**src/design/sobel_edge_magnitude_core_assert.svh**
```systemverilog
// Assertion macros shared by the edge magnitude core.
// With SYNTH defined every macro expands to nothing.
`ifndef SOBEL_EDGE_MAGNITUDE_CORE_ASSERT_SVH
`define SOBEL_EDGE_MAGNITUDE_CORE_ASSERT_SVH

`ifndef SYNTH

// Same-cycle implication: cons must hold whenever ante holds.
`define SEM_ASSERT_IMP(name, clk, rst, ante, cons) \
  name: assert property (@(posedge clk) disable iff (rst) (ante) |-> (cons)) \
    else $error("sobel core: same-cycle check failed");

// Next-cycle implication: cons must hold in the cycle after ante.
`define SEM_ASSERT_NXT(name, clk, rst, ante, cons) \
  name: assert property (@(posedge clk) disable iff (rst) (ante) |=> (cons)) \
    else $error("sobel core: next-cycle check failed");

`else

`define SEM_ASSERT_IMP(name, clk, rst, ante, cons)
`define SEM_ASSERT_NXT(name, clk, rst, ante, cons)

`endif

`endif

```
**src/design/sem_pkg.sv**
```systemverilog
package sem_pkg;

  // Pixel and gradient widths
  localparam int PIX_W  = 8;
  localparam int GRAD_W = 11;

  // Configuration register widths and limits
  localparam int WIDTH_CFG_W  = 12;
  localparam int HEIGHT_CFG_W = 13;
  localparam int ROW_W        = 12;
  localparam int MIN_DIM      = 3;
  localparam int HEIGHT_LIMIT = 4096;
  localparam int WIDTH_RESET  = 640;
  localparam int HEIGHT_RESET = 480;

  // Line store depth default
  localparam int MAX_WIDTH_DEFAULT = 2048;

  // Register port
  localparam int APB_DATA_W = 32;
  localparam int APB_ADDR_W = 3;
  localparam logic REG_WIDTH  = 1'b0;
  localparam logic REG_HEIGHT = 1'b1;

  // Control travelling with a pixel from the line store read stage
  typedef struct packed {
    logic valid;
    logic interior;
    logic frame_last;
  } sem_ctl_t;

endpackage

```
**src/design/sem_mag.sv**
```systemverilog
module sem_mag (
  input  logic                              clk,
  input  logic                              rst,
  input  logic                              in_valid,
  input  logic signed [sem_pkg::GRAD_W-1:0] gx,
  input  logic signed [sem_pkg::GRAD_W-1:0] gy,
  input  logic                              in_last,
  output logic                              in_ready,
  output logic                              out_valid,
  output logic [sem_pkg::PIX_W-1:0]         edge_strength,
  output logic                              out_last,
  input  logic                              out_ready
);

  localparam int ABS_W = sem_pkg::GRAD_W - 1;
  localparam int MAG_W = sem_pkg::GRAD_W;
  localparam logic [MAG_W-1:0] MAG_MAX = MAG_W'((1 << sem_pkg::PIX_W) - 1);

  logic [ABS_W-1:0] ax;
  logic [ABS_W-1:0] ay;
  logic [MAG_W-1:0] mag;
  logic [sem_pkg::PIX_W-1:0] mag_sat;

  assign in_ready = !out_valid || out_ready;

  // L1 magnitude, saturated to the pixel range
  always_comb begin
    ax      = gx[sem_pkg::GRAD_W-1] ? ABS_W'(-gx) : ABS_W'(gx);
    ay      = gy[sem_pkg::GRAD_W-1] ? ABS_W'(-gy) : ABS_W'(gy);
    mag     = MAG_W'(ax) + MAG_W'(ay);
    mag_sat = (mag > MAG_MAX) ? MAG_MAX[sem_pkg::PIX_W-1:0] : mag[sem_pkg::PIX_W-1:0];
  end

  // Output register
  always_ff @(posedge clk) begin
    if (rst) begin
      out_valid <= 1'b0;
    end else if (in_ready) begin
      out_valid <= in_valid;
    end
  end

  always_ff @(posedge clk) begin
    if (in_ready && in_valid) begin
      edge_strength <= mag_sat;
      out_last      <= in_last;
    end
  end

endmodule

```
**config.mk**
```make
export PLATFORM = sky130hd
export DESIGN_NAME = sem_mag
export DESIGN_NICKNAME = d
export VERILOG_FILES = /design/src/design/sobel_edge_magnitude_core_assert.svh /design/src/design/sem_pkg.sv /design/src/design/sem_mag.sv
export SDC_FILE = /design/constraint.sdc
export NUM_CORES = 1
export LEC_CHECK = 0
export ABC_AREA = 0
export BUFFER_PORTS_ARGS = -buffer_cell sky130_fd_sc_hd__buf_4
export CORE_AREA = 10 10 68 70
export CTS_CLUSTER_SIZE = 10
export DETAILED_ROUTE_END_ITERATION = 16
export DIE_AREA = 0 0 78 80
export SLEW_MARGIN = 30
export SYNTH_ARGS = -nofsm -noshare
export SYNTH_HDL_FRONTEND = slang
export SYNTH_SLANG_ARGS = --single-unit
```
**constraint.sdc**
```tcl
create_clock -name clk -period 5.9 [get_ports clk]
set_input_delay 0.885 -clock clk [delete_from_list [all_inputs] [get_ports clk]]
set_output_delay 0.885 -clock clk [all_outputs]
set_load 0.01 [all_outputs]
```
==> impl_metrics.ini, run 1 <==
[timing]
hold_ws_ns = 0.528
setup_violations = 0
fin_ws_ns = 2.60
finalCritPeriodShare = 0.559
skew_ns = 0.000302
fmax_ghz = 0.303
tightestPinTransition_ns = 0.406
slew_headroom = 0.726
finalMaxSlewViolations = 0
rsz0062_at_grt = no
hold_violations = 0
min_period_ns = 3.30
finalSetupTns_ns = 0

[die]
dieArea_um2 = 6240
start_util = 0.330
die_w_um = 78
num_rows = 21
io_pins = 38
design.core.area_um2 = 3280
die_h_um = 80

[finish]
syn2layout_area_growth_pct = 32.7
nFillCells = 339
drive_gt1_frac = 0.313
fin_util = 0.437
num_antenna_cells = 0
multiInputGateArea_um2 = 758
nets = 191
layout.area.seq_um2 = 290

[cts]
cts_inserted_buffers = 3
clock_latency_ns = 0.25
clock-sinks = 10
htreeDepth = 1
post-cts-setup-buffer-count = 0
clk_pin_slew_ns = 0.06
cts_resized = 0
postCtsHoldBufs = 0
root_buffer = clkbuf_4
clockBufferDepth = 2
cts_tree = built

[synthesis]
yosysTopAreaCell = edfxtp_1
synth_top_family_by_area = compound AO/OA/AOI/OAI gates
synth_xor_area_frac = 0.170
ys_seq_elements = 10
synth-simple-area-share = 0.134
ys.flop_type = edfxtp_1
muxShareOfSynthArea = 0.0139
synth_compound_area_frac = 0.225
synth_top_area_frac = 0.250
syn_area_um2 = 1080
async_flop_share = 0
synthTopCellsByArea = edfxtp_1 (25%), xnor2_1 (15%), ha_1 (14%), nand2b_1 (4.0%), nand2_1 (3.1%)
syn_inst = 111
yosys.area_share.adder = 0.157
avgSynthCellArea_um2 = 9.75
yosysWarnings = 0
yosysUniqueCellTypes = 32
synth_fp_nets = 151
ys_seq_area_frac = 0.268
synth_edf_count = 9

[placement]
pre_cts_slack_ns = 2.33
port_buffers = 37
place_congestion = 0.820
dp_hpwl_um = 2410

[critical_path]
cp.required_ns = 5.99
cp-end-kind = flip-flop
critical-path-max-stage-delay_ns = 0.44
crit_start = gx[1]
start_kind = input port
rrSetupSlack_ns = 4.75
crit_chain = buf_4 -> or3_1 -> o31ai_1 -> xnor2_1 -> ha_1 -> a21o_1 -> a31o_2 -> a21oi_1 -> mux2_4 -> o2111ai_1
r2r-end = out_last
cp_max_fo = 8
reg2regPathDepth = 2
cp_data_arrival_time_ns = 3.39
regToRegStartpoint = out_valid
slowest_stage = or3_1
worstSetupPathType = input port to flip-flop

[global_routing]
grt_pass1_vias = 1036
grt_first_pass_wirelength_um = 4590
antenna_found_initial = 0
grt_max_degree = 11
grt_util_all_layers = 0.0870
gr-total-overflow = 0

[power_and_ir_drop]
power_w = 0.000276
power_leakage_nw = 0.588
power.density_nw_per_um2 = 192
vdd.ir_drop.worst_uv = 63.4

[drt]
dr.pass1.iters = 4
ant_nets = 0
drt-vias-per-instance = 4.93
via_count = 967
first_iter_violations = 37
wl_um = 2680
drcViolationCount = 0
wl_per_cell_um = 13.7

[min_path]
min_from = out_valid
hold-path-endpoint = out_valid
hold_depth = 2
hold_path_class = flip-flop to flip-flop

[status]
outcome = completed

[flow_run]
drv_cap = 0
==> flip-flops by register name (all words and copies together) (netlist names) <==
register	flops
out_last	1
out_valid	1
edge_strength	8
==> metal layers <==
metal	global-route usage	up-vias	part of all wire
li1	-	495	-
met1	0.0949	436	0.46
met2	0.152	34	0.46
met3	0.0315	2	0.081
met4	0.0323	0	0.0037
met5	0	-	0
==> per-stage QoR <==
stage          cells  cell area [um2]
4_1_cts          196             1440
6_report         196             1440
2_1_floorplan    111             1080
5_1_grt          196             1440
3_5_place_dp     192             1410
3_3_place_gp     192             1410
==> report_power, final <==
| group | leakage, nW | switching [W] | total (W) | internal [W] |
|---|---|---|---|---|
| Sequential | 0.0820 | 0.00000149 | 0.0000866 | 0.0000851 |
| Clock | 0.0150 | 0.0000215 | 0.0000475 | 0.0000261 |
| Combinational | 0.491 | 0.0000725 | 0.000142 | 0.0000698 |
==> kinds of logic (layout without fill, tap and decap cells) <==
kind of cell	after synthesis	in the layout
AO/OA/AOI/OAI	31	31
XOR/XNOR	21	21
adder cells (fa/ha/maj)	13	13
AND/OR/NAND/NOR	26	26
flip-flops	10	10
multiplexers	1	1
buffers and inverters	9	48
==> worst max-delay path by stage <==
stage	end	cells after the start
global placement	edge_strength[7]	10
finish	edge_strength[7]	10
global route	edge_strength[7]	10
CTS	edge_strength[7]	10
floorplan	edge_strength[7]	9
detailed placement	edge_strength[7]	10
==> synth_stat cells (2+ instances only) <==
library cell	count
xnor2_1	19
ha_1	12
edfxtp_1	9
nand2_1	9
inv_1	7
nand2b_1	7
o21ai_0	6
a21o_1	4
a21oi_1	4
o31ai_1	4
o41ai_1	3
a31o_2	2
clkbuf_1	2
o2111ai_1	2
or3_1	2
or4_1	2
xor2_1	2
==> critical path: cells and delay by family <==
| kind | cells | cell delay (ns) |
|---|---|---|
| compound gates | 5 | 1.05 |
| simple gates | 1 | 0.44 |
| xor+xnor | 1 | 0.12 |
| fa+ha+maj | 1 | 0.42 |
| mux | 1 | 0.37 |
| buf+inv | 1 | 0.11 |
==> layout by cell type (no fill, tap or decap), drive strengths merged, types with 3 or more instances in the layout <==
master / instances
o21ai: 6
buf: 37
ha: 12
nand2: 9
or3: 3
inv: 7
o41ai: 4
edfxtp: 9
a21o: 4
a21oi: 4
nand2b: 7
o31ai: 4
clkbuf: 4
xnor2: 19
==> final cells by class <==
cell class                      instances  share of cell area
Timing Repair Buffer                   37               0.193
Clock buffer                            4              0.0183
Sequential cell                        10               0.202
Inverter                                7              0.0183
Multi-Input combinational cell         92               0.528
Tap cell                               46              0.0401
Note: power is estimated with default switching activity, not from simulation.
==> inputs of run 2 (changes only) <==
- ABC_AREA: 0 -> 1
- CORE_AREA: 10 10 68 70 -> 10 10 73 75
- DIE_AREA: 0 0 78 80 -> 0 0 83 85
- clock period: 5.9 -> 3.1 ns (I/O delays scaled with it)
==> impl_metrics.ini, run 2 <==
[status]
outcome = completed

[synthesis]
ys_seq_area_frac = 0.225
synth_most_common_cell = nand2_1
synth_edf_count = 9
synthTopCellsByArea = edfxtp_1 (21%), nand2_1 (13%), ha_1 (12%), xor2_1 (9.5%), inv_1 (9.0%)
async_flop_share = 0
ys.flop_type = edfxtp_1
avgSynthCellArea_um2 = 6.78
yosysTopAreaCell = edfxtp_1
yosysWarnings = 0
synth_top_area_frac = 0.210
ys_seq_elements = 10
ys_top_cells_by_count = nand2_1 (44), inv_1 (31), nor2_1 (22), nand3_1 (17), xor2_1 (14)
syn_inst = 190
synth_fp_nets = 230
yosysUniqueCellTypes = 22
syn_area_um2 = 1290

[critical_path]
reg2regPathDepth = 1
r2r-end = edge_strength[6]
slowest_stage = ha_1
regToRegStartpoint = out_valid
start_kind = input port
critical-path-top-delay-family = compound AO/OA/AOI/OAI gates
cp_num_buf_inv = 3
cp_data_arrival_time_ns = 2.54
critical-path-max-stage-delay_ns = 0.31
cp.required_ns = 3.07
cp_max_fo = 8
worstSetupPathType = input port to flip-flop
rrSetupSlack_ns = 1.76
cp-end-kind = flip-flop
crit_chain = buf_4 -> inv_1 -> ha_1 -> nand2_1 -> o31ai_1 -> xor2_1 -> ha_1 -> nand2_2 -> inv_1 -> a21oi_1 -> a21oi_1 -> nor2_4 -> nand3_1

[finish]
regMostFlops = edge_strength
drive_gt1_frac = 0.204
fin_util = 0.426
nFillCells = 442
nets = 271
final_common_cell = nand2_1
syn2layout_area_growth_pct = 29.5
instances_no_fill = 280
largestRegisters = edge_strength x8, out_last x1, out_valid x1
final_cell_mix = nand2_1 (44), buf_4 (37), inv_1 (31), nor2_1 (22), nand3_1 (17)
num_antenna_cells = 0
largest_register_ff_count = 8

[cts]
clk_pin_slew_ns = 0.05
clockBufferDepth = 2
cts_inserted_buffers = 3
clock-sinks = 10
postCtsHoldBufs = 0
cts_resized = 0
cts_tree = built
post-cts-setup-buffer-count = 0
htreeDepth = 1
clock_latency_ns = 0.23
root_buffer = clkbuf_8

[placement]
port_buffers = 37
dp_cells = 276
dp_hpwl_um = 2860
place_congestion = 0.857

[timing]
hold_violations = 0
rsz0062_at_grt = no
fmax_ghz = 0.389
skew_ns = 0.00449
finalMaxSlewViolations = 0
slew_headroom = 0.460
finalSetupTns_ns = 0
finalCritPeriodShare = 0.828
tightestPinTransition_ns = 0.811
setup_violations = 0
min_period_ns = 2.57

[min_path]
hold-path-endpoint = out_valid
hold_depth = 2
hold_path_class = input port to flip-flop
min_from = rst

[global_routing]
antenna_found_initial = 0
grt_pass1_vias = 1395
grt_util_all_layers = 0.0908
grt_first_pass_wirelength_um = 5600
grt_max_degree = 10
gr-total-overflow = 0

[drt]
first_iter_violations = 18
ant_nets = 0
dr.pass1.iters = 4
drcViolationCount = 0
wl_um = 3090
drt-vias-per-instance = 4.56
wl_per_cell_um = 11.0
via_count = 1278

[power_and_ir_drop]
vdd.ir_drop.worst_uv = 101
power.density_nw_per_um2 = 390
power_leakage_nw = 0.851

[die]
design.core.area_um2 = 3910
start_util = 0.329
die_h_um = 85
num_rows = 23
io_pins = 38
dieArea_um2 = 7060
die_w_um = 83

[flow_run]
drv_cap = 0
-- run 2: cell types whose count changed after synthesis, moves of 12 or more --
cell,change
inv_1,+24
nand3_1,+17
xor2_1,+12
nand2_1,+35
nor2_1,+22
xnor2_1,-13
-- run 2: metal layers --
layer / vias up / GRT usage / wire length [um]
li1: 690 / - / -
met1: 535 / 0.0946 / 1340
met2: 45 / 0.161 / 1420
met3: 8 / 0.0315 / 255
met4: 0 / 0.0418 / 73
met5: - / 0 / 0
-- run 2: final cells by class --
type / instances / area [um2] / area share
Tap cell: 50 / 62.6 / 0.0375
Multi-Input combinational cell: 148 / 876 / 0.525
Timing Repair Buffer: 37 / 278 / 0.167
Clock buffer: 4 / 45.0 / 0.0270
Sequential cell: 10 / 290 / 0.174
Inverter: 31 / 116 / 0.0698
-- run 2: report_power, final --
part | switching (W) | leakage [nW] | internal [W]
Combinational | 0.000202 | 0.746 | 0.000145
Sequential | 0.00000357 | 0.0828 | 0.000167
Clock | 0.0000442 | 0.0228 | 0.0000894
Total | 0.000250 | 0.851 | 0.000401
-- run 2: per-stage QoR --
stage | hold WS (ns) | cell area, um2 | setup slack (ns) | power (W)
2_1_floorplan | 0.534 | 1290 | 0.691 | 0.000422
3_3_place_gp | 0.494 | 1620 | 0.279 | 0.000521
3_5_place_dp | 0.497 | 1620 | 0.289 | 0.000523
4_1_cts | 0.394 | 1670 | 0.507 | 0.000660
5_1_grt | 0.389 | 1670 | 0.236 | 0.000720
6_report | 0.395 | 1670 | 0.532 | 0.000651
-- run 2: kinds of logic (layout without fill, tap and decap cells) --
group / after synthesis / count (layout) / synth area share
buf+inv: 32 / 72 / 0.0943
fa+ha+maj: 13 / 13 / 0.132
flops: 10 / 10 / 0.225
xor+xnor: 20 / 20 / 0.136
simple gates: 94 / 94 / 0.322
compound gates: 21 / 21 / 0.0904
-- run 2: how the worst max path moves through the flow --
stage                     slack [ns]                to  startpoint  depth (start not counted)
after floorplan                 0.69  edge_strength[0]       gx[1]                         12
after global placement          0.28  edge_strength[1]       gx[0]                         14
after detailed placement        0.29  edge_strength[6]       gx[0]                         14
after CTS                       0.51  edge_strength[2]       gx[0]                         13
after global routing            0.24  edge_strength[7]       gx[1]                         13
final                           0.53  edge_strength[2]       gx[0]                         13
==> inputs of run 3 (changes only) <==
- clock period: 3.1 -> 2.7 ns (I/O delays scaled with it)
==> impl_metrics.ini, run 3 (synthesis gave the netlist of run 2 again) <==
[status]
outcome = completed

[timing]
rsz0062_at_grt = no
skew_ns = 0.000998
finalSetupTns_ns = 0
fin_ws_ns = 0.284
slew_headroom = 0.493
finalMaxSlewViolations = 0
fmax_ghz = 0.414
tightestPinTransition_ns = 0.761
min_period_ns = 2.42
hold_violations = 0
setup_violations = 0
hold_ws_ns = 0.330
finalCritPeriodShare = 0.895

[die]
io_pins = 38
num_rows = 23
start_util = 0.329
die_h_um = 85
die_w_um = 83
design.core.area_um2 = 3910
dieArea_um2 = 7060

[critical_path]
cp-end-kind = flip-flop
critical-path-top-delay-family = compound AO/OA/AOI/OAI gates
cp_num_buf_inv = 3
worstSetupPathType = input port to flip-flop
slowest_stage = ha_1
cp_max_fo = 8
cp_data_arrival_time_ns = 2.38
cp.required_ns = 2.66
crit_chain = buf_4 -> inv_1 -> ha_1 -> nand2_1 -> o31ai_2 -> xor2_1 -> ha_1 -> nand2_2 -> inv_1 -> a21oi_1 -> a21oi_1 -> nor2_4 -> nand3_1
critical-path-max-stage-delay_ns = 0.31
start_kind = input port

[global_routing]
grt_pass1_vias = 1340
grt_max_degree = 10
grt_util_all_layers = 0.0872
grt_first_pass_wirelength_um = 5390
antenna_found_initial = 0
gr-total-overflow = 0

[drt]
drcViolationCount = 0
ant_nets = 0
via_count = 1258
drt-vias-per-instance = 4.46
dr.pass1.iters = 4
wl_per_cell_um = 10.5
first_iter_violations = 36
wl_um = 2970

[flow_run]
drv_cap = 0

[placement]
dp_hpwl_um = 2780
port_buffers = 37
pre_cts_slack_ns = -0.0153
place_congestion = 0.840
post_dp_cell_area_um2 = 1640
dp_cells = 278

[power_and_ir_drop]
power.density_nw_per_um2 = 439
intPower_w = 0.000462
p_sw_w = 0.000281
power_frac_seq = 0.263
switching_share = 0.379
vdd.ir_drop.worst_uv = 130
power_leakage_nw = 0.864
p_clk_frac = 0.199
pwr-share-comb = 0.539

[finish]
stdcell_area_um2 = 1690
num_antenna_cells = 0
final_cell_mix = nand2_1 (44), buf_4 (39), inv_1 (31), nor2_1 (22), nand3_1 (17)
syn2layout_area_growth_pct = 31.5
drive_gt1_frac = 0.220
largest_register_ff_count = 8
nets = 273
instances_no_fill = 282
largestRegisters = edge_strength x8, out_last x1, out_valid x1
final_common_cell = nand2_1
regMostFlops = edge_strength

[cts]
cts_resized = 0
clk_pin_slew_ns = 0.04
clockBufferDepth = 2
post-cts-setup-buffer-count = 0
cts_inserted_buffers = 3
root_buffer = clkbuf_8
clock-sinks = 10
postCtsHoldBufs = 0
clock_latency_ns = 0.22
cts_tree = built
htreeDepth = 1

[min_path]
hold_path_class = input port to flip-flop
[run 3: cell types whose count changed in the layout (fill, tap and decap cells not counted)]
cell and delta:
buf_4 +2, clkinv_1 +1, o31ai_1 -2, clkbuf_1 -1, o31ai_2 +2
[run 3: final timing paths]
| check | start | end | slack, ns | depth (start not counted) |
|---|---|---|---|---|
| setup / recovery | gx[1] | edge_strength[6] | 0.28 | 13 |
| setup reg to reg | out_valid | edge_strength[6] | 1.39 | 1 |
| hold reg to reg | out_valid | out_valid | 0.50 | 2 |
| hold / removal | rst | out_valid | 0.33 | 2 |
[run 3: area by class of cell]
class	instances	area [um2]
clock inverters	1	3.75
inverters	31	116
multi-input cells	148	886
clock buffers	3	41.3
flip-flops and latches	10	290
fillers	431	2220
well taps	50	62.6
repair buffers	39	293
[run 3: metrics by stage]
stage | utilization | total power, W
finish | 0.433 | 0.000743
global route | 0.433 | 0.000825
CTS | 0.430 | 0.000754
detailed placement | 0.418 | 0.000604
global placement | 0.418 | 0.000603
floorplan | - | 0.000485
[run 3: routing by layer]
metal | up-vias | global-route usage | share of wire
met2 | 36 | 0.154 | 0.46
met5 | - | 0 | 0
met3 | 4 | 0.0363 | 0.088
met1 | 522 | 0.0912 | 0.44
met4 | 0 | 0.0294 | 0.014
li1 | 696 | - | -
[run 3: power groups by stage]
stage / clock network, W / registers [W] / logic [W]
global route: 0.000165 / 0.000196 / 0.000463
detailed placement: 0 / 0.000198 / 0.000406
global placement: 0 / 0.000198 / 0.000405
floorplan: 0 / 0.000206 / 0.000279
finish: 0.000148 / 0.000195 / 0.000400
CTS: 0.000152 / 0.000195 / 0.000407
