==> src/design/sobel_edge_magnitude_core_assert.svh <==
// Assertion macros shared by the edge magnitude core.
// With SYNTH defined every macro expands to nothing.
`ifndef SOBEL_EDGE_MAGNITUDE_CORE_ASSERT_SVH
`define SOBEL_EDGE_MAGNITUDE_CORE_ASSERT_SVH

`ifndef SYNTH

// Same-cycle implication: cons must hold whenever ante holds.
`define SEM_ASSERT_IMP(name, clk, rst, ante, cons) \
  name: assert property (@(posedge clk) disable iff (rst) (ante) |-> (cons)) \
    else $error("sobel core: same-cycle check failed");

// Next-cycle implication: cons must hold in the cycle after ante.
`define SEM_ASSERT_NXT(name, clk, rst, ante, cons) \
  name: assert property (@(posedge clk) disable iff (rst) (ante) |=> (cons)) \
    else $error("sobel core: next-cycle check failed");

`else

`define SEM_ASSERT_IMP(name, clk, rst, ante, cons)
`define SEM_ASSERT_NXT(name, clk, rst, ante, cons)

`endif

`endif

==> src/design/sem_pkg.sv <==
package sem_pkg;

  // Pixel and gradient widths
  localparam int PIX_W  = 8;
  localparam int GRAD_W = 11;

  // Configuration register widths and limits
  localparam int WIDTH_CFG_W  = 12;
  localparam int HEIGHT_CFG_W = 13;
  localparam int ROW_W        = 12;
  localparam int MIN_DIM      = 3;
  localparam int HEIGHT_LIMIT = 4096;
  localparam int WIDTH_RESET  = 640;
  localparam int HEIGHT_RESET = 480;

  // Line store depth default
  localparam int MAX_WIDTH_DEFAULT = 2048;

  // Register port
  localparam int APB_DATA_W = 32;
  localparam int APB_ADDR_W = 3;
  localparam logic REG_WIDTH  = 1'b0;
  localparam logic REG_HEIGHT = 1'b1;

  // Control travelling with a pixel from the line store read stage
  typedef struct packed {
    logic valid;
    logic interior;
    logic frame_last;
  } sem_ctl_t;

endpackage

==> src/design/sem_grad.sv <==
module sem_grad (
  input  logic                              clk,
  input  logic                              rst,
  input  sem_pkg::sem_ctl_t                 in_ctl,
  input  logic [sem_pkg::PIX_W-1:0]         top,
  input  logic [sem_pkg::PIX_W-1:0]         mid,
  input  logic [sem_pkg::PIX_W-1:0]         bot,
  output logic                              in_ready,
  output logic                              out_valid,
  output logic signed [sem_pkg::GRAD_W-1:0] gx,
  output logic signed [sem_pkg::GRAD_W-1:0] gy,
  output logic                              out_last,
  input  logic                              out_ready
);

  localparam int SUM_W = sem_pkg::PIX_W + 2;

  // Left column (top, middle, bottom) then centre column
  logic [sem_pkg::PIX_W-1:0] win [6];

  logic              fire;
  logic [SUM_W-1:0]  gx_pos;
  logic [SUM_W-1:0]  gx_neg;
  logic [SUM_W-1:0]  gy_pos;
  logic [SUM_W-1:0]  gy_neg;
  logic [sem_pkg::GRAD_W-1:0] gx_next;
  logic [sem_pkg::GRAD_W-1:0] gy_next;

  assign in_ready = !out_valid || out_ready;
  assign fire     = in_ctl.valid && in_ready;

  // Weighted column and row sums of the 3x3 neighbourhood
  always_comb begin
    gx_pos  = SUM_W'(top) + {1'b0, mid, 1'b0} + SUM_W'(bot);
    gx_neg  = SUM_W'(win[0]) + {1'b0, win[1], 1'b0} + SUM_W'(win[2]);
    gy_pos  = SUM_W'(win[2]) + {1'b0, win[5], 1'b0} + SUM_W'(bot);
    gy_neg  = SUM_W'(win[0]) + {1'b0, win[3], 1'b0} + SUM_W'(top);
    gx_next = sem_pkg::GRAD_W'(gx_pos) - sem_pkg::GRAD_W'(gx_neg);
    gy_next = sem_pkg::GRAD_W'(gy_pos) - sem_pkg::GRAD_W'(gy_neg);
  end

  // Shift the window by one column per pixel
  always_ff @(posedge clk) begin
    if (rst) begin
      for (int i = 0; i < 6; i++) begin
        win[i] <= '0;
      end
    end else if (fire) begin
      win[0] <= win[3];
      win[1] <= win[4];
      win[2] <= win[5];
      win[3] <= top;
      win[4] <= mid;
      win[5] <= bot;
    end
  end

  // Hold gradients for the magnitude stage; border pixels leave no word
  always_ff @(posedge clk) begin
    if (rst) begin
      out_valid <= 1'b0;
    end else if (in_ready) begin
      out_valid <= fire && in_ctl.interior;
    end
  end

  always_ff @(posedge clk) begin
    if (fire) begin
      gx       <= $signed(gx_next);
      gy       <= $signed(gy_next);
      out_last <= in_ctl.frame_last;
    end
  end

endmodule

==> config.mk <==
export PLATFORM = sky130hd
export DESIGN_NAME = sem_grad
export DESIGN_NICKNAME = d
export VERILOG_FILES = /design/src/design/sobel_edge_magnitude_core_assert.svh /design/src/design/sem_pkg.sv /design/src/design/sem_grad.sv
export SDC_FILE = /design/constraint.sdc
export NUM_CORES = 1
export LEC_CHECK = 0
export BUFFER_PORTS_ARGS = -buffer_cell sky130_fd_sc_hd__buf_2
export CORE_ASPECT_RATIO = 2
export CORE_UTILIZATION = 54
export DETAILED_ROUTE_END_ITERATION = 7
export PLACE_DENSITY = 0.77
export SETUP_SLACK_MARGIN = 0.1
export SLEW_MARGIN = 20
export SYNTH_ARGS = -nofsm -noshare
export SYNTH_HDL_FRONTEND = slang
export SYNTH_SLANG_ARGS = --single-unit
==> constraint.sdc <==
create_clock -name clk -period 3.45 [get_ports clk]
set_input_delay 0.345 -clock clk [delete_from_list [all_inputs] [get_ports clk]]
set_output_delay 0.345 -clock clk [all_outputs]
set_load 0.02 [all_outputs]
==> reports/summary.txt, run 1 <==
Final net count - 612
CTS tree - built
Largest cells by area after synthesis - edfxtp_1 (43%), fa_1 (25%), inv_1 (9.7%)
Die area - 9530 sq um
Pleak - 2.72 nW
Met2 WL - 5770 um
Clk root buf - clkbuf_16
Vias per inst - 5.06
Max VDD drop - 0.000451 V
# IOs - 55
Met1 Wirelength - 3190 um
Pre-antenna DRT Iters - 4
Ant. Diodes - 0
Syn Area/Cell - 12.2 sq um
Period utilization - 1.01
Post-synth top area share - 0.433
Critical-path maximum fanout - 2
Critical Path Slowest Stage Cell - fa_1
Post-synthesis cell area - 4920 sq um
RSZ-0062 raised after global routing - yes
Die W - 69.5 um
Total CTS buffers - 9
Wirelength per Cell - 16.0 um
Sinks on the clock net - 72
Final Max Tran Viols - 0
CP Data Required Time - 3.53 ns
Final setup margin - -0.0187 ns
Endpoint class of the critical path - flip-flop
Capture point of the critical path - gy[7]
Yosys cell types - 33
Data arrival, critical path - 3.55 ns
PwrDens - 859 nW/um^2
Hold-fix buffers, CTS - 0
Outcome - finished, violations left
Vias in the first global route - 3355
Cell taking the most area after synthesis - edfxtp_1
Highest routed layer - met4
Die H - 137 um
Core area - 8890 sq um
R2R Path Start - win[2][2]
CP cell instances - buf_6 -> fa_1 -> fa_1 -> inv_2 -> fa_2 -> fa_2 -> nor2b_1 -> o21a_1 -> a31oi_2 -> buf_4 -> xnor2_2
Relative slew slack - 0.414
Cell row count - 49
Failing checks - negative setup slack
Initial antenna violation count - 0
CTS clock-pin slew for the worst setup and hold paths - 0.06 ns
Delay-heaviest family, CP - adder cells
Layout cells sized above 1 - 0.315
Number of max-cap violations - 0
H-tree lvl count - 3
GRT Overall Usage - 0.222
CP Launch Point - win[2][2]
Final Core Density - 0.677
Deepest clock path buffer count - 2
Part of the Yosys area used for sequential elements - 0.437
Critical path class - reg2reg
Total design power - 5.17 mW
Placed cell area - 5450 sq um
Final Hold Fails - 0
YS warnings - 0
Vias - 3052
Area Overhead vs Synth - 22.3%
# fillers - 610
Max incr delay on CP - 0.54 ns
Worst Path Buf+Inv - 3
Post-Synthesis Cells - 405
Antenna Violating Nets Remaining - 0
WL final - 9640 um
First-pass GRT wire length - 15500 um
RD Place Congestion - 0.866
CP Depth - 11
R2R setup slack - -0.02 ns
Clock skew - 0.00406 ns
Setup violations, final - 2
Period minus WS final - 3.47 ns
Initial Utilization - 0.554
Critical Path Source Type - flip-flop
Post-synthesis register bit count - 72
Clk Latency, worst-skew pair - 0.33 ns
Fmax - 288 MHz
Met3 WL - 263 um
Non-Filler Cell Area, Final - 6020 sq um
Gr ovfl total - 0
Detailed router's first-iteration violation count - 159
Register-to-Register Path Depth - 11
DRC - 0
Post-Syn Nets - 521
I/O Buffers - 54
Class of the worst hold path - in2reg
Post-DP HPWL - 7300 um
Actual slew at the worst max-slew pin - 0.877 ns
Largest net degree at the start of global routing - 33
Worst r2r dst - gy[7]
## what timing repair did
item / in CTS / in global routing
pin swaps: 25 / 35
setup endpoints to repair: 12 / 12
buffers inserted: 3 / 11
resized for setup: 28 / 34
## cell families (layout without fill, tap and decap cells)
group / count (synthesis) / in the layout / synth area share
buf+inv: 134 / 230 / 0.102
fa+ha+maj: 86 / 86 / 0.313
simple gates: 73 / 73 / 0.0811
flops: 72 / 72 / 0.437
compound gates: 26 / 26 / 0.0417
xor+xnor: 14 / 14 / 0.0249
## sequential cells by signal, indices dropped and copies added, names as in the netlist
name       flops
win           48
gx            11
gy            11
out_last       1
out_valid      1
## per-layer routing
| layer | track usage | up-vias |
|---|---|---|
| li1 | - | 1440 |
| met1 | 0.213 | 1519 |
| met2 | 0.442 | 71 |
| met3 | 0.0339 | 22 |
| met4 | 0.116 | 0 |
| met5 | 0 | - |
## layout by cell type, fill, tap and decap left out, types with 4 or more instances in the layout
cell type	count
buf_6	6
inv_2	21
buf_4	27
nor2_1	4
nor3_1	24
nand2_1	4
fa_2	9
and2_1	24
inv_1	106
clkbuf_16	9
buf_2	54
ha_1	17
edfxtp_1	71
fa_1	53
xnor2_1	10
ha_4	6
## Yosys cell counts, drive strengths merged
library cell and count:
inv 127, nand2b 4, xnor2 11, o21ai 5, a311oi 1, a211oi 2, o31ai 1, ha 24
nor2 8, o2111ai 1, fa 62, nor2b 3, a21oi 6, o2bb2ai 1, nand2 5, nand4 2
a31oi 2, o21a 3, clkbuf 7, o41ai 1, xor2 3, dfxtp 1, nor3 24, nand3 2
edfxtp 71, a21o 3, and2 25
## report_power, final
group | internal, mW | leakage, nW | total [mW] | switching, mW
combinational | 1.45 | 1.83 | 3.03 | 1.58
clock | 0.475 | 0.129 | 0.806 | 0.331
sequential | 1.28 | 0.759 | 1.33 | 0.0522
## through the flow
stage / TNS, ns / hold slack (ns) / setup WS [ns] / cells
after floorplan: 0 / 0.444 / 0.110 / 405
after global placement: -0.212 / 0.499 / -0.0675 / 573
after detailed placement: -0.581 / 0.516 / -0.135 / 573
after CTS: -0.0105 / 0.176 / -0.0104 / 592
after global routing: -0.589 / 0.181 / -0.116 / 603
final: -0.0369 / 0.186 / -0.0187 / 603
## worst min-delay path by stage
stage                         start        end  slack (ns)  cells past startpoint
after floorplan           in_ctl[0]   out_last        0.44                      0
after global placement    out_valid  out_valid        0.50                      2
after detailed placement  win[4][4]  win[1][4]        0.52                      1
after CTS                 in_ctl[0]   out_last        0.18                      1
after global routing      in_ctl[0]   out_last        0.18                      1
final                     in_ctl[0]   out_last        0.19                      1
## worst register-to-register path: stages, from the launching register on
cell	delay [ns]
edfxtp_1	0.42
buf_6	0.14
fa_1	0.54
fa_1	0.42
inv_2	0.09
fa_2	0.47
fa_2	0.41
nor2b_1	0.13
o21a_1	0.18
a31oi_2	0.13
buf_4	0.16
xnor2_2	0.12
## area by class of cell
cell class | count | area, sq um | area share
clock buffers | 10 | 229 | 0.0380
clock inverters | 6 | 26.3 | 0.00436
inverters | 127 | 477 | 0.0792
multi-input cells | 199 | 2470 | 0.410
flip-flops and latches | 72 | 2150 | 0.357
well taps | 102 | 128 | 0.0212
repair buffers | 87 | 541 | 0.0898
No activity file was read; power rests on OpenSTA's default activity.
==> inputs of run 2 (changes only) <==
CELL_PAD_IN_SITES_DETAIL_PLACEMENT = 1   (was default)
CELL_PAD_IN_SITES_GLOBAL_PLACEMENT = 2   (was default)
CORE_UTILIZATION = 36   (was 54)
PLACE_DENSITY = default   (was 0.77)
PLACE_DENSITY_LB_ADDON = 0.1   (was default)
==> reports/summary.txt, run 2 (synthesized netlist as in run 1, its figures left out) <==
Outcome - finished, violations left
Failing checks - design-rule violations
Clock skew - 0.00804 ns
Period minus WS final - 3.36 ns
Comb pwr share - 0.559
Clock share of power - 0.204
Wirelength per Cell - 17.0 um
PwrDens - 896 nW/um^2
CP Data Required Time - 3.54 ns
Vias in the first global route - 3560
Multi-input logic area - 2500 sq um
Layout cells sized above 1 - 0.339
Register share of total power - 0.237
Vias per inst - 4.64
Fmax - 298 MHz
# fillers - 1419
Biggest regs - win x48, gx x11, gy x11
RSZ-0062 raised after global routing - yes
CP cell instances - inv_1 -> fa_1 -> fa_1 -> inv_2 -> fa_2 -> fa_2 -> nor2b_4 -> o2111ai_2 -> nand2_2 -> buf_4 -> nor2_4 -> xnor2_1
Critical path class - reg2reg
Deepest clock path buffer count - 2
Gr ovfl total - 0
Max reg flops - 48
Total CTS buffers - 9
Total design power - 5.62 mW
Class of the worst hold path - in2reg
Final Core Density - 0.469
WL final - 11300 um
I/O Buffers - 54
Hold-fix buffers, CTS - 0
CTS clock-pin slew for the worst setup and hold paths - 0.06 ns
Initial Utilization - 0.368
DRC - 4
Endpoint class of the critical path - flip-flop
NetSw - 2.08 mW
Max VDD drop - 0.000370 V
# IOs - 55
Reg with most FFs - win
RD Place Congestion - 0.764
Critical-path maximum fanout - 2
Core area - 13400 sq um
Die H - 167 um
Ant. Diodes - 0
Leading cell type in the layout, fill and taps excluded - inv_1
Setup violations, final - 0
CTS tree - built
Cell row count - 60
Critical Path Source Type - flip-flop
Final Max Tran Viols - 0
Die area - 14200 sq um
Largest net degree at the start of global routing - 27
Data arrival, critical path - 3.45 ns
Vias - 3079
Initial antenna violation count - 0
Clk root buf - clkbuf_16
Post-DP HPWL - 8950 um
Final net count - 620
Actual slew at the worst max-slew pin - 0.914 ns
GRT Overall Usage - 0.178
Sinks on the clock net - 72
Sw frac - 0.370
Antenna Violating Nets Remaining - 0
Delay-heaviest family, CP - adder cells
Relative slew slack - 0.390
Commonest non-fill, non-tap cells in the layout - inv_1 (107), edfxtp_1 (71), buf_2 (54)
Critical Path Slowest Stage Cell - fa_1
Worst Path Buf+Inv - 3
Period utilization - 0.974
First-pass GRT wire length - 18100 um
H-tree lvl count - 3
Final Hold Fails - 0
Area Overhead vs Synth - 27.3%
Die W - 84.7 um
Number of max-cap violations - 0
Pleak - 2.79 nW
P_int - 3.54 mW
Pre-antenna DRT Iters - 8
Clk Latency, worst-skew pair - 0.34 ns
Detailed router's first-iteration violation count - 72
Max incr delay on CP - 0.52 ns
Register area - 2150 sq um
run 2: cell types whose count changed in the layout (fill, tap and decap cells not counted), moves of 2 or more:
cell,delta
a21oi_1,-2
buf_4,+11
buf_6,-3
bufinv_16,+4
clkinv_1,-3
clkinv_2,-2
nor2b_1,-2
nor2b_2,+2
run 2: repair_timing:
item | CTS | global route
endpoints found under the setup margin | 12 | 12
gates resized for setup | 40 | 25
endpoints found under the hold margin | 0 | 0
setup buffers | 6 | 4
pin swaps | 35 | 20
run 2: through the flow:
| stage | area (sq um) | setup TNS [ns] | setup WS [ns] | hold WS, ns | cells |
|---|---|---|---|---|---|
| floorplan | 4940 | 0 | 0.110 | 0.444 | 405 |
| global placement | 5610 | -0.706 | -0.139 | 0.501 | 638 |
| detailed placement | 5610 | -1.01 | -0.196 | 0.509 | 638 |
| CTS | 6140 | -0.0410 | -0.0410 | 0.173 | 659 |
| global route | 6270 | -0.137 | -0.0465 | 0.173 | 663 |
| finish | 6270 | 0 | 0.0890 | 0.181 | 663 |
run 2: layout make-up:
class,count,area share
inverter,127,0.0760
sequential,72,0.343
clock buffer,9,0.0359
multi-input combinational,199,0.399
timing repair buffer,95,0.0940
tap,155,0.0309
clock inverter,6,0.0212
run 2: worst paths after layout:
path,start,to,slack (ns),cells after the start
worst min-delay path,in_ctl[0],out_last,0.18,1
worst max-delay path,win[2][2],gx[7],0.09,12
worst max register to register,win[2][2],gx[7],0.09,12
worst min register to register,win[4][5],win[1][5],0.52,1
run 2: layer usage:
layer / global-route usage / up-vias / wire length (um)
li1: - / 1452 / -
met1: 0.153 / 1567 / 3380
met2: 0.383 / 44 / 7430
met3: 0.0256 / 16 / 217
met4: 0.0700 / 0 / 269
met5: 0 / - / 0
run 2: power by group through the flow:
stage          clock, mW  sequential, mW  combinational [mW]
3_5_place_dp           0            1.36                2.56
4_1_cts             1.18            1.34                2.91
3_3_place_gp           0            1.35                2.51
2_1_floorplan          0            1.51                1.57
6_report            1.15            1.33                3.14
5_1_grt             1.20            1.35                3.48
==> inputs of run 3 (changes only) <==
==> constraint.sdc (replaced) <==
create_clock -name clk -period 3.45 [get_ports clk]
set_input_delay 0.5175 -clock clk [delete_from_list [all_inputs] [get_ports clk]]
set_output_delay 0.5175 -clock clk [all_outputs]
set_load 0.02 [all_outputs]
==> reports/summary.txt, run 3 (synthesized netlist as in run 1, its figures left out) <==
Antenna Violating Nets Remaining - 0
Cell row count - 60
Layout cells sized above 1 - 0.373
Place WS - -0.301 ns
CP Data Required Time - 3.53 ns
Multi-input logic area - 2520 sq um
WL final - 11300 um
Largest net degree at the start of global routing - 49
Actual slew at the worst max-slew pin - 0.951 ns
First-pass GRT wire length - 18300 um
Sinks on the clock net - 72
Post-DP HPWL - 8830 um
Die area - 14200 sq um
Final net count - 634
Fmax - 288 MHz
Period utilization - 1.00
Final setup margin - -0.0166 ns
DRC - 2
Area Overhead vs Synth - 29.3%
Wirelength per Cell - 16.7 um
Setup tns final - -0.0166 ns
Deepest clock path buffer count - 2
RD Place Congestion - 0.780
# IOs - 55
CTS tree - built
Critical path class - reg2reg
Data arrival, critical path - 3.55 ns
Gr ovfl total - 0
H-tree lvl count - 3
Pre-antenna DRT Iters - 8
GRT Overall Usage - 0.176
Die H - 167 um
Period minus WS final - 3.47 ns
Leading cell type in the layout, fill and taps excluded - inv_1
Final Max Tran Viols - 0
Endpoint class of the critical path - flip-flop
Detailed router's first-iteration violation count - 93
Clk root buf - clkbuf_16
Die W - 84.7 um
CTS clock-pin slew for the worst setup and hold paths - 0.06 ns
Pleak - 2.86 nW
# fillers - 1432
Reg with most FFs - win
Total CTS buffers - 9
Initial antenna violation count - 0
Vias per inst - 4.57
Vias in the first global route - 3569
Max VDD drop - 0.000331 V
Max reg flops - 48
Final Hold Fails - 0
RSZ-0062 raised after global routing - yes
Hold-fix buffers, CTS - 0
Outcome - finished, violations left
Vias - 3098
Register area - 2150 sq um
Number of max-cap violations - 0
Commonest non-fill, non-tap cells in the layout - inv_1 (97), edfxtp_1 (71), buf_2 (54)
Clk Latency, worst-skew pair - 0.34 ns
Ant. Diodes - 0
Critical Path Source Type - flip-flop
Setup violations, final - 1
Failing checks - design-rule violations, negative setup slack
Core area - 13400 sq um
Clock skew - 0.00743 ns
Biggest regs - win x48, gx x11, gy x11
Initial Utilization - 0.368
I/O Buffers - 54
Relative slew slack - 0.365
Critical-path maximum fanout - 2
Class of the worst hold path - in2reg
PwrDens - 900 nW/um^2
==> run 3: cell count changes in the layout (fill, tap and decap cells not counted), sizes merged <==
| cell | before | now |
|---|---|---|
| buf | 95 | 109 |
| bufinv | 4 | 2 |
| clkbuf | 9 | 12 |
| clkinv | 1 | 2 |
| clkinvlp | 1 | 0 |
==> run 3: path summary, 6_finish.rpt <==
check | start | to | slack [ns] | depth (start not counted)
setup / recovery | win[5][1] | gy[8] | -0.02 | 11
hold / removal | in_ctl[0] | out_last | 0.35 | 1
setup reg to reg | win[5][1] | gy[8] | -0.02 | 11
hold reg to reg | out_valid | out_valid | 0.52 | 2
==> run 3: timing repair <==
action / CTS / global route
endpoints found under the setup margin: 13 / 12
gates resized for setup: 37 / 29
endpoints found under the hold margin: 0 / 0
buffers inserted: 8 / 5
gates cloned: 0 / 0
pin swaps: 36 / 27
==> run 3: layout make-up <==
| class | instances | share of cell area |
|---|---|---|
| inverters | 127 | 0.0765 |
| clock buffers | 12 | 0.0371 |
| clock inverters | 4 | 0.0108 |
| well taps | 155 | 0.0305 |
| flip-flops and latches | 72 | 0.338 |
| multi-input cells | 199 | 0.396 |
| repair buffers | 109 | 0.111 |
==> run 3: layer usage <==
layer	routed length, um	up-vias	share of wire	global-route usage
li1	-	1480	-	-
met1	3660	1567	0.32	0.166
met2	7270	40	0.64	0.370
met3	200	11	0.018	0.0271
met4	173	0	0.015	0.0553
met5	0	-	0	0
==> run 3: critical path, cell delays in order (launching register included) <==
cell and delay, ns:
edfxtp_1 0.42, fa_1 0.51, fa_2 0.64, inv_2 0.05
fa_1 0.53, inv_1 0.07, ha_1 0.29, a21o_1 0.16
a21oi_2 0.17, buf_4 0.16, o21ai_4 0.06, xor2_1 0.15
==> run 3: power by group <==
group	internal [mW]	switching (mW)	total, mW
Sequential	1.28	0.0507	1.33
Clock	0.631	0.361	0.991
Combinational	1.72	1.69	3.41
Total	3.63	2.10	5.73
==> run 3: stage by stage <==
| stage | instances | cell area (sq um) | hold WS, ns | utilization | power (mW) |
|---|---|---|---|---|---|
| global route | 678 | 6370 | 0.344 | 0.476 | 6.16 |
| detailed placement | 649 | 5760 | 0.508 | 0.431 | 4.20 |
| CTS | 673 | 6220 | 0.340 | 0.465 | 5.51 |
| finish | 678 | 6370 | 0.351 | 0.476 | 5.73 |
| floorplan | 405 | 5000 | 0.497 | - | 3.19 |
| global placement | 649 | 5760 | 0.497 | 0.431 | 4.13 |
